==> config.mk <==
export PLATFORM = sky130hd
export DESIGN_NAME = playfair_digraph_cipher
export DESIGN_NICKNAME = d
export VERILOG_FILES = /design/src/design/pfc_pkg.sv /design/src/design/playfair_digraph_cipher.sv /design/src/design/pfc_ctrl.sv /design/src/design/pfc_datapath.sv
export SDC_FILE = /design/constraint.sdc
export NUM_CORES = 1
export LEC_CHECK = 0
export ABC_AREA = 0
export BUFFER_PORTS_ARGS = -buffer_cell sky130_fd_sc_hd__buf_2
export CELL_PAD_IN_SITES_DETAIL_PLACEMENT = 0
export CELL_PAD_IN_SITES_GLOBAL_PLACEMENT = 1
export CORE_MARGIN = 3
export CORE_UTILIZATION = 36
export CTS_CLUSTER_DIAMETER = 50
export DETAILED_ROUTE_END_ITERATION = 6
export GPL_TIMING_DRIVEN = 1
export PLACE_DENSITY = 0.67
export SLEW_MARGIN = 25
export SYNTH_ARGS = -nofsm -noshare
export SYNTH_HDL_FRONTEND = slang
export SYNTH_SLANG_ARGS = --single-unit
==> constraint.sdc <==
create_clock -name clk -period 6.1 [get_ports clk]
set_clock_uncertainty 0.05 [all_clocks]
set_input_delay 1.22 -clock clk [delete_from_list [all_inputs] [get_ports clk]]
set_output_delay 1.22 -clock clk [all_outputs]
set_load 0.02 [all_outputs]
==> src/design/pfc_pkg.sv <==
// Playfair cipher package: transaction structs, opcodes, letter constants
// and the small mod-5 helpers. No dependencies.
package pfc_pkg;

  typedef struct packed {
    logic [1:0] operation;
    logic [7:0] char_code;
  } in_item_t;

  typedef struct packed {
    logic [6:0] cipher_char;
    logic       second_of_pair;
  } out_item_t;

  typedef struct packed {
    logic key_place;
    logic text_load;
    logic fill_step;
    logic decide;
    logic sq_read;
    logic out_second;
  } pfc_cmd_t;

  typedef struct packed {
    logic square_ready;
    logic fill_last;
    logic pair_go;
  } pfc_sts_t;

  localparam logic [1:0] OP_KEY  = 2'd0;
  localparam logic [1:0] OP_TEXT = 2'd1;
  localparam logic [1:0] OP_END  = 2'd2;

  localparam logic [4:0]  LETTER_I     = 5'd8;
  localparam logic [4:0]  LETTER_J     = 5'd9;
  localparam logic [4:0]  LETTER_X     = 5'd23;
  localparam logic [4:0]  LETTER_LAST  = 5'd25;
  localparam logic [4:0]  SQUARE_CELLS = 5'd25;
  localparam logic [25:0] USED_RESET   = 26'(1) << LETTER_J;
  localparam logic [6:0]  ASCII_A      = 7'h41;

  // {valid, letter index}; J folds to I
  function automatic logic [5:0] fold_letter(input logic [7:0] c);
    logic [7:0] idx;
    idx = 8'd0;
    if (c inside {[8'h41:8'h5A]}) begin
      idx = c - 8'h41;
    end else if (c inside {[8'h61:8'h7A]}) begin
      idx = c - 8'h61;
    end else begin
      return 6'd0;
    end
    if (idx[4:0] == LETTER_J) begin
      return {1'b1, LETTER_I};
    end
    return {1'b1, idx[4:0]};
  endfunction

  function automatic logic [2:0] div5(input logic [4:0] v);
    if (v >= 5'd20) begin
      return 3'd4;
    end else if (v >= 5'd15) begin
      return 3'd3;
    end else if (v >= 5'd10) begin
      return 3'd2;
    end else if (v >= 5'd5) begin
      return 3'd1;
    end
    return 3'd0;
  endfunction

  function automatic logic [2:0] mod5(input logic [4:0] v);
    logic [4:0] r;
    r = {2'b00, div5(v)};
    return 3'(v - ((r << 2) + r));
  endfunction

  // +1 mod 5 to encrypt, +4 mod 5 to decrypt
  function automatic logic [2:0] step5(input logic [2:0] v, input logic enc);
    if (enc) begin
      return (v == 3'd4) ? 3'd0 : 3'(v + 3'd1);
    end
    return (v == 3'd0) ? 3'd4 : 3'(v - 3'd1);
  endfunction

  function automatic logic [4:0] cell5(input logic [2:0] r, input logic [2:0] c);
    return 5'(({2'b00, r} << 2) + {2'b00, r} + {2'b00, c});
  endfunction

endpackage

==> src/design/playfair_digraph_cipher.sv <==
// Playfair digraph cipher top level: joins controller and datapath.
// Depends on pfc_pkg, pfc_ctrl and pfc_datapath.
//
//   channel  direction  handshake            payload
//   in       input      in_valid / in_stall   in_data (operation, char_code)
//   out      output     out_valid / out_stall out_data (cipher_char, second_of_pair)
//   cfg      input      cfg_wr_en             cfg_wr_data (encrypt_mode)
//
// A key byte is placed as it is taken. A text or end byte takes a position read
// and, with a pair, a square read and two letters that wait on out_stall.
// The first text or end transaction after a key adds a square fill,
// one alphabet letter per cycle through the single memory write port.
// Reset is synchronous on rst_n; mode resets to encrypt, square to key phase.
// in_stall is high whenever the controller is busy, including while a
// result waits on out_stall.
module playfair_digraph_cipher
  import pfc_pkg::*;
(
  input  logic      clk,
  input  logic      rst_n,
  input  logic      in_valid,
  output logic      in_stall,
  input  in_item_t  in_data,
  output logic      out_valid,
  input  logic      out_stall,
  output out_item_t out_data,
  input  logic      cfg_wr_en,
  input  logic      cfg_wr_data
);

  pfc_cmd_t cmd;
  pfc_sts_t sts;

  pfc_ctrl u_ctrl (
    .clk       (clk),
    .rst_n     (rst_n),
    .in_valid  (in_valid),
    .in_op     (in_data.operation),
    .in_stall  (in_stall),
    .out_valid (out_valid),
    .out_stall (out_stall),
    .sts       (sts),
    .cmd       (cmd)
  );

  pfc_datapath u_datapath (
    .clk         (clk),
    .rst_n       (rst_n),
    .cfg_wr_en   (cfg_wr_en),
    .cfg_wr_data (cfg_wr_data),
    .in_data     (in_data),
    .cmd         (cmd),
    .sts         (sts),
    .out_data    (out_data)
  );

endmodule

==> src/design/pfc_ctrl.sv <==
// Playfair cipher controller: sequences key placement, square fill,
// digraph lookup and the two result transactions. Depends on pfc_pkg.
module pfc_ctrl
  import pfc_pkg::*;
(
  input  logic     clk,
  input  logic     rst_n,
  input  logic     in_valid,
  input  logic [1:0] in_op,
  output logic     in_stall,
  output logic     out_valid,
  input  logic     out_stall,
  input  pfc_sts_t sts,
  output pfc_cmd_t cmd
);

  localparam logic [2:0] ST_IDLE   = 3'd0;
  localparam logic [2:0] ST_FILL   = 3'd1;
  localparam logic [2:0] ST_DECIDE = 3'd2;
  localparam logic [2:0] ST_SQRD   = 3'd3;
  localparam logic [2:0] ST_OUT1   = 3'd4;
  localparam logic [2:0] ST_OUT2   = 3'd5;

  logic [2:0] state_r, state_nxt;

  assign in_stall  = (state_r != ST_IDLE);
  assign out_valid = (state_r == ST_OUT1) || (state_r == ST_OUT2);

  always_comb begin
    state_nxt = state_r;
    cmd       = '0;
    case (state_r)
      ST_IDLE: begin
        if (in_valid) begin
          case (in_op)
            OP_KEY: begin
              cmd.key_place = 1'b1;
            end
            OP_TEXT, OP_END: begin
              cmd.text_load = 1'b1;
              state_nxt     = sts.square_ready ? ST_DECIDE : ST_FILL;
            end
            default: begin
            end
          endcase
        end
      end
      ST_FILL: begin
        cmd.fill_step = 1'b1;
        if (sts.fill_last) begin
          state_nxt = ST_DECIDE;
        end
      end
      ST_DECIDE: begin
        cmd.decide = 1'b1;
        state_nxt  = sts.pair_go ? ST_SQRD : ST_IDLE;
      end
      ST_SQRD: begin
        cmd.sq_read = 1'b1;
        state_nxt   = ST_OUT1;
      end
      ST_OUT1: begin
        if (!out_stall) begin
          state_nxt = ST_OUT2;
        end
      end
      ST_OUT2: begin
        cmd.out_second = 1'b1;
        if (!out_stall) begin
          state_nxt = ST_IDLE;
        end
      end
      default: begin
        state_nxt = ST_IDLE;
      end
    endcase
  end

  always_ff @(posedge clk) begin
    if (!rst_n) begin
      state_r <= ST_IDLE;
    end else begin
      state_r <= state_nxt;
    end
  end

  a_no_accept_during_result: assert property (@(posedge clk) disable iff (!rst_n)
    out_valid |-> in_stall)
    else $error("input taken while a result is pending");

  a_first_then_second: assert property (@(posedge clk) disable iff (!rst_n)
    (state_r == ST_OUT1 && !out_stall) |=> (state_r == ST_OUT2))
    else $error("second letter did not follow the first");

  a_fill_runs: assert property (@(posedge clk) disable iff (!rst_n)
    (state_r == ST_FILL && !sts.fill_last) |=> (state_r == ST_FILL))
    else $error("square fill left early");

endmodule

==> src/design/pfc_datapath.sv <==
// Playfair cipher datapath: mode register, used set, key square and
// letter position memories, held letter and digraph lookup. Depends on pfc_pkg.
module pfc_datapath
  import pfc_pkg::*;
(
  input  logic      clk,
  input  logic      rst_n,
  input  logic      cfg_wr_en,
  input  logic      cfg_wr_data,
  input  in_item_t  in_data,
  input  pfc_cmd_t  cmd,
  output pfc_sts_t  sts,
  output out_item_t out_data
);

  logic [4:0] key_square [0:24];
  logic [4:0] letter_position [0:25];

  logic        enc_r;
  logic [25:0] used_r, used_nxt;
  logic [4:0]  placed_r, placed_nxt;
  logic        square_ready_r, square_ready_nxt;
  logic        held_valid_r, held_valid_nxt;
  logic [4:0]  held_letter_r, held_letter_nxt;
  logic [4:0]  fill_idx_r, fill_idx_nxt;
  logic        pend_end_r, pend_ok_r;
  logic [4:0]  pend_letter_r;
  logic [4:0]  pos_p_r, pos_q_r;
  logic [4:0]  sq_x_r, sq_y_r;

  logic [5:0]  fold_in;
  logic [25:0] used_base;
  logic [4:0]  placed_base;
  logic [4:0]  place_idx;
  logic        place_en;
  logic [4:0]  pair_q;
  logic        pair_go;
  logic [2:0]  r1, c1, r2, c2;
  logic [4:0]  addr_x, addr_y;

  assign fold_in = fold_letter(in_data.char_code);

  // a key byte after text starts a new square
  assign used_base   = (cmd.key_place && square_ready_r) ? USED_RESET : used_r;
  assign placed_base = (cmd.key_place && square_ready_r) ? 5'd0 : placed_r;
  assign place_idx   = cmd.key_place ? fold_in[4:0] : fill_idx_r;
  assign place_en    = ((cmd.key_place && fold_in[5]) || cmd.fill_step)
                       && !used_base[place_idx] && (placed_base < SQUARE_CELLS);

  always_comb begin
    pair_q  = LETTER_X;
    pair_go = 1'b0;
    if (pend_end_r) begin
      pair_go = held_valid_r;
    end else if (pend_ok_r && held_valid_r) begin
      pair_go = 1'b1;
      if (!(enc_r && held_letter_r == pend_letter_r)) begin
        pair_q = pend_letter_r;
      end
    end
  end

  always_comb begin
    used_nxt         = used_r;
    placed_nxt       = placed_r;
    square_ready_nxt = square_ready_r;
    held_valid_nxt   = held_valid_r;
    held_letter_nxt  = held_letter_r;
    fill_idx_nxt     = fill_idx_r;
    if (cmd.key_place && square_ready_r) begin
      used_nxt         = USED_RESET;
      placed_nxt       = 5'd0;
      square_ready_nxt = 1'b0;
      held_valid_nxt   = 1'b0;
      held_letter_nxt  = 5'd0;
    end
    if (place_en) begin
      used_nxt   = used_base | (26'(1) << place_idx);
      placed_nxt = placed_base + 5'd1;
    end
    if (cmd.text_load) begin
      fill_idx_nxt = 5'd0;
    end
    if (cmd.fill_step) begin
      fill_idx_nxt = fill_idx_r + 5'd1;
      if (fill_idx_r == LETTER_LAST) begin
        square_ready_nxt = 1'b1;
      end
    end
    if (cmd.decide) begin
      if (pend_end_r) begin
        held_valid_nxt = 1'b0;
      end else if (pend_ok_r) begin
        if (!held_valid_r) begin
          held_valid_nxt  = 1'b1;
          held_letter_nxt = pend_letter_r;
        end else if (!(enc_r && held_letter_r == pend_letter_r)) begin
          held_valid_nxt = 1'b0;
        end
      end
    end
  end

  always_ff @(posedge clk) begin
    if (!rst_n) begin
      enc_r          <= 1'b1;
      used_r         <= USED_RESET;
      placed_r       <= 5'd0;
      square_ready_r <= 1'b0;
      held_valid_r   <= 1'b0;
      held_letter_r  <= 5'd0;
      fill_idx_r     <= 5'd0;
    end else begin
      if (cfg_wr_en) begin
        enc_r <= cfg_wr_data;
      end
      used_r         <= used_nxt;
      placed_r       <= placed_nxt;
      square_ready_r <= square_ready_nxt;
      held_valid_r   <= held_valid_nxt;
      held_letter_r  <= held_letter_nxt;
      fill_idx_r     <= fill_idx_nxt;
    end
  end

  always_ff @(posedge clk) begin
    if (cmd.text_load) begin
      pend_end_r    <= (in_data.operation == OP_END);
      pend_ok_r     <= fold_in[5];
      pend_letter_r <= fold_in[4:0];
    end
  end

  always_ff @(posedge clk) begin
    if (place_en) begin
      key_square[placed_base]    <= place_idx;
      letter_position[place_idx] <= placed_base;
    end
    if (cmd.decide) begin
      pos_p_r <= letter_position[held_letter_r];
      pos_q_r <= letter_position[pair_q];
    end
  end

  always_comb begin
    r1 = div5(pos_p_r);
    c1 = mod5(pos_p_r);
    r2 = div5(pos_q_r);
    c2 = mod5(pos_q_r);
    if (r1 == r2) begin
      addr_x = cell5(r1, step5(c1, enc_r));
      addr_y = cell5(r2, step5(c2, enc_r));
    end else if (c1 == c2) begin
      addr_x = cell5(step5(r1, enc_r), c1);
      addr_y = cell5(step5(r2, enc_r), c2);
    end else begin
      addr_x = cell5(r1, c2);
      addr_y = cell5(r2, c1);
    end
  end

  always_ff @(posedge clk) begin
    if (cmd.sq_read) begin
      sq_x_r <= key_square[addr_x];
      sq_y_r <= key_square[addr_y];
    end
  end

  assign out_data.cipher_char    = ASCII_A + {2'b00, (cmd.out_second ? sq_y_r : sq_x_r)};
  assign out_data.second_of_pair = cmd.out_second;

  assign sts.square_ready = square_ready_r;
  assign sts.fill_last    = (fill_idx_r == LETTER_LAST);
  assign sts.pair_go      = pair_go;

  a_full_when_ready: assert property (@(posedge clk) disable iff (!rst_n)
    $rose(square_ready_r) |-> (placed_r == SQUARE_CELLS))
    else $error("square marked ready while not full");

  a_held_never_j: assert property (@(posedge clk) disable iff (!rst_n)
    held_valid_r |-> (held_letter_r != LETTER_J))
    else $error("held letter is J");

  a_j_always_used: assert property (@(posedge clk) disable iff (!rst_n)
    used_r[LETTER_J])
    else $error("J left unmarked in used set");

endmodule

==> key figures <==
Global route
  • Global-route wire length before repair: roughly 80000 um
  • Largest net degree at the start of global routing: 49
  • Vias in the first global route: approximately 13000
  • Remaining Overflow, GRT: 0
  • Overall Global Routing Usage: 0.193
  • Antenna violations before repair: 0

Placed design
  • Port bufs: 24
  • Placed insts: around 2200
  • DP HPWL: ~36000 um
  • Routability cong.: ~0.87
  • Placed inst area: between 15000 and 20000 um2

Layout
  • Fin area: 20500 um2
  • Final Non-Filler Cells: 2305
  • Most frequent cells in the layout: edfxtp_1 (282), nand2_1 (182), nor2_1 (98), a21oi_1 (90), nand3_1 (73)
  • N_diodes: 0
  • Most common cell after layout, fill and taps aside: edfxtp_1
  • Final #Nets: 1682
  • Layout cell share with drive strength beyond 1: 0.150
  • Area growth from synthesis to layout: 12.8%

Yosys
  • Post-synthesis instance area: approximately 18000 um2
  • Synth top area share: 0.466
  • Post-synth EDFFs: between 200 and 300
  • YS warnings: 0
  • Synth cell types: 82
  • Synth Net Count: ~1700
  • Yosys reg bits: between 300 and 400
  • Post-synth top flop: edfxtp_1
  • Avg Cell Area, Syn: 11.4 um2
  • Sequential area share after synthesis: 0.518
  • Post-synth top area cell: edfxtp_1
  • Cell count after synthesis: 1596
  • Synth top area cells: edfxtp_1 (47%), mux4_2 (7.1%), dfxtp_1 (5.2%), nand2_1 (3.8%), mux2i_1 (3.6%)
  • Asr flop ratio synth: 0

Critical path
  • Crit path kind: reg2reg
  • CP Max Fanout: 11
  • Worst path max stage delay: 0.66 ns
  • Most used cell, CP: ha_1
  • Slowest CP cell: fa_1
  • Crit-path cells: nor3b_1 > a311oi_2 > nand2_1 > nand2_1 > inv_1 > ha_1 > inv_1 > fa_1 > inv_1 > ha_1 > ha_1 > or2_2 > a21oi_1 > ha_1 > fa_1 > nand2b_1 > o211a_2 > mux4_2 > or4_1 > o221ai_1 > nor3_1
  • WP data required: roughly 6.4 ns
  • CP Capture Type: flop
  • Critical path arrival: ~6 ns
  • CP Launch Type: flop

Flow run
  • Number of max-cap violations: 0

Floorplan
  • Die Height: between 200 and 250 um
  • Initial core utilization: 0.368
  • Std cell rows: 81
  • I/O pins: 26
  • Die area: ~53000 um2
  • Chip width: ~230 um
  • Core Area: approximately 50000 um2

STA
  • Period minus WS final: ~5.7 ns
  • Tcrit/Tclk final: 0.928
  • Setup TNS: 0 ns
  • RSZ-0062 raised after global routing: no
  • Worst Max-Slew Pin Slew: between 1 and 1.5 ns
  • Final setup viols: 0
  • F_max: between 0.15 and 0.2 GHz
  • Final hold violation count: 0
  • Max-slew violation count: 0
  • Max_slew headroom: 0.316

Drt
  • Vias: approximately 13000
  • DRC: 0
  • Vias/cell: roughly 5.8
  • Routed WL: slightly above 50000 um
  • 1st-iter DRT viols: between 1000 and 1500
  • DRT antenna net count: 0
  • DR WL/cell: about 23 um
  • TritonRoute pass-1 iters: 6

Clock tree
  • Post-CTS Setup Bufs: 0
  • Clk sinks: ~330
  • Clk_lat worst skew: about 0.57 ns
  • # hold bufs at CTS: 0
  • CTS tree: built
  • CTS H-Tree Depth: 2
  • Clock transition at path regs: about 0.060 ns
  • Clock root buffer: clkbuf_16
  • Clk buf depth: 3
  • Num CTS Buffers: 41

Power
  • LEAKAGE: roughly 7 nW
  • Pwr Density: between 200 and 300 nW/um2
  • Peak supply drop: 245 uV

Run status
  • Status: finished clean

Worst hold path
  • Worst hold path type: reg2reg
[critical path, delay by kind of cell (launching register included)]
family,cells,cell delay (ns)
adder cells (fa/ha/maj),6,1.87
flip-flops,1,0.51
AO/OA/AOI/OAI,4,0.71
multiplexers,1,0.31
buffers and inverters,3,0.31
AND/OR/NAND/NOR,7,1.63
[kinds of logic (layout without fill, tap and decap cells)]
logic type / count (synthesis) / count (layout) / synth area share
compound gates: 408 / 408 / 0.152
xor+xnor: 23 / 23 / 0.0111
fa+ha+maj: 57 / 57 / 0.0434
buf+inv: 164 / 209 / 0.0393
flops: 329 / 329 / 0.518
mux: 134 / 134 / 0.114
other cells: 1 / 1 / 0.000206
simple gates: 480 / 480 / 0.123
[report_power, final]
group | switching (mW) | internal, mW | leakage, nW | total, mW
clock | 0.989 | 1.54 | 0.684 | 2.53
combinational | 0.386 | 0.211 | 3.43 | 0.597
sequential | 0.0215 | 2.45 | 2.85 | 2.48
[final timing paths]
kind | cells after the start | start | to | slack, ns
setup / recovery | 21 | u_datapath.pos_q_r[2] | u_datapath.sq_y_r[0] | 0.44
hold / removal | 2 | u_datapath.used_r[5] | u_datapath.used_r[5] | 0.40
setup reg to reg | 21 | u_datapath.pos_q_r[2] | u_datapath.sq_y_r[0] | 0.44
hold reg to reg | 2 | u_datapath.used_r[5] | u_datapath.used_r[5] | 0.40
[flip-flops by register name, summed over array words and instances, names as in the netlist]
name / flops
u_datapath.square_ready_r: 1
u_datapath.enc_r: 1
u_datapath.pend_end_r: 1
u_ctrl.state_r: 3
u_datapath.key_square: 125
u_datapath.held_valid_r: 1
u_datapath.sq_x_r: 5
u_datapath.sq_y_r: 5
u_datapath.letter_position: 130
u_datapath.used_r: 26
u_datapath.pend_letter_r: 5
u_datapath.pos_q_r: 5
u_datapath.pos_p_r: 5
u_datapath.fill_idx_r: 5
u_datapath.placed_r: 5
u_datapath.held_letter_r: 5
u_datapath.pend_ok_r: 1
[layer usage]
metal,vias up,global-route usage,part of all wire
met1,6614,0.260,0.43
li1,6186,-,-
met3,98,0.0299,0.067
met4,0,0.0633,0.031
met5,-,0,0
met2,490,0.319,0.48
[stage by stage]
step                hold slack (ns)  power [mW]  utilization  worst slack [ns]
global placement              0.394        3.11        0.385            0.0872
global route                  0.424        5.79        0.415            0.0308
floorplan                     0.367        2.93            -             0.766
detailed placement            0.394        3.11        0.386             0.132
finish                        0.400        5.60        0.415             0.441
CTS                           0.400        5.63        0.414            0.0882
[synthesized netlist by cell type (20+ instances only)]
| library cell | n |
|---|---|
| a211oi_1 | 26 |
| a21oi_1 | 90 |
| a22oi_1 | 23 |
| a31oi_1 | 25 |
| and2_1 | 20 |
| clkbuf_1 | 60 |
| dfxtp_1 | 47 |
| edfxtp_1 | 282 |
| ha_1 | 47 |
| inv_1 | 59 |
| mux2i_1 | 66 |
| mux4_2 | 57 |
| nand2_1 | 182 |
| nand3_1 | 73 |
| nor2_1 | 102 |
| nor3_1 | 22 |
| o21ai_0 | 66 |
| o221ai_1 | 26 |
| o22ai_1 | 21 |
[final cells by class]
type / instances / area (um2)
clock buffers: 48 / 1080
clock inverters: 27 / 329
fillers: 4764 / 29000
inverters: 62 / 233
multi-input cells: 1103 / 8110
flip-flops and latches: 329 / 9410
well taps: 664 / 831
repair buffers: 72 / 505
[repair_timing]
| action | 4_1_cts | 5_1_grt |
|---|---|---|
| hold endpoints to repair | 0 | 0 |
| gates resized for setup | 0 | 6 |
| setup endpoints to repair | 0 | 10 |
Note: power is estimated with default switching activity, not from simulation.
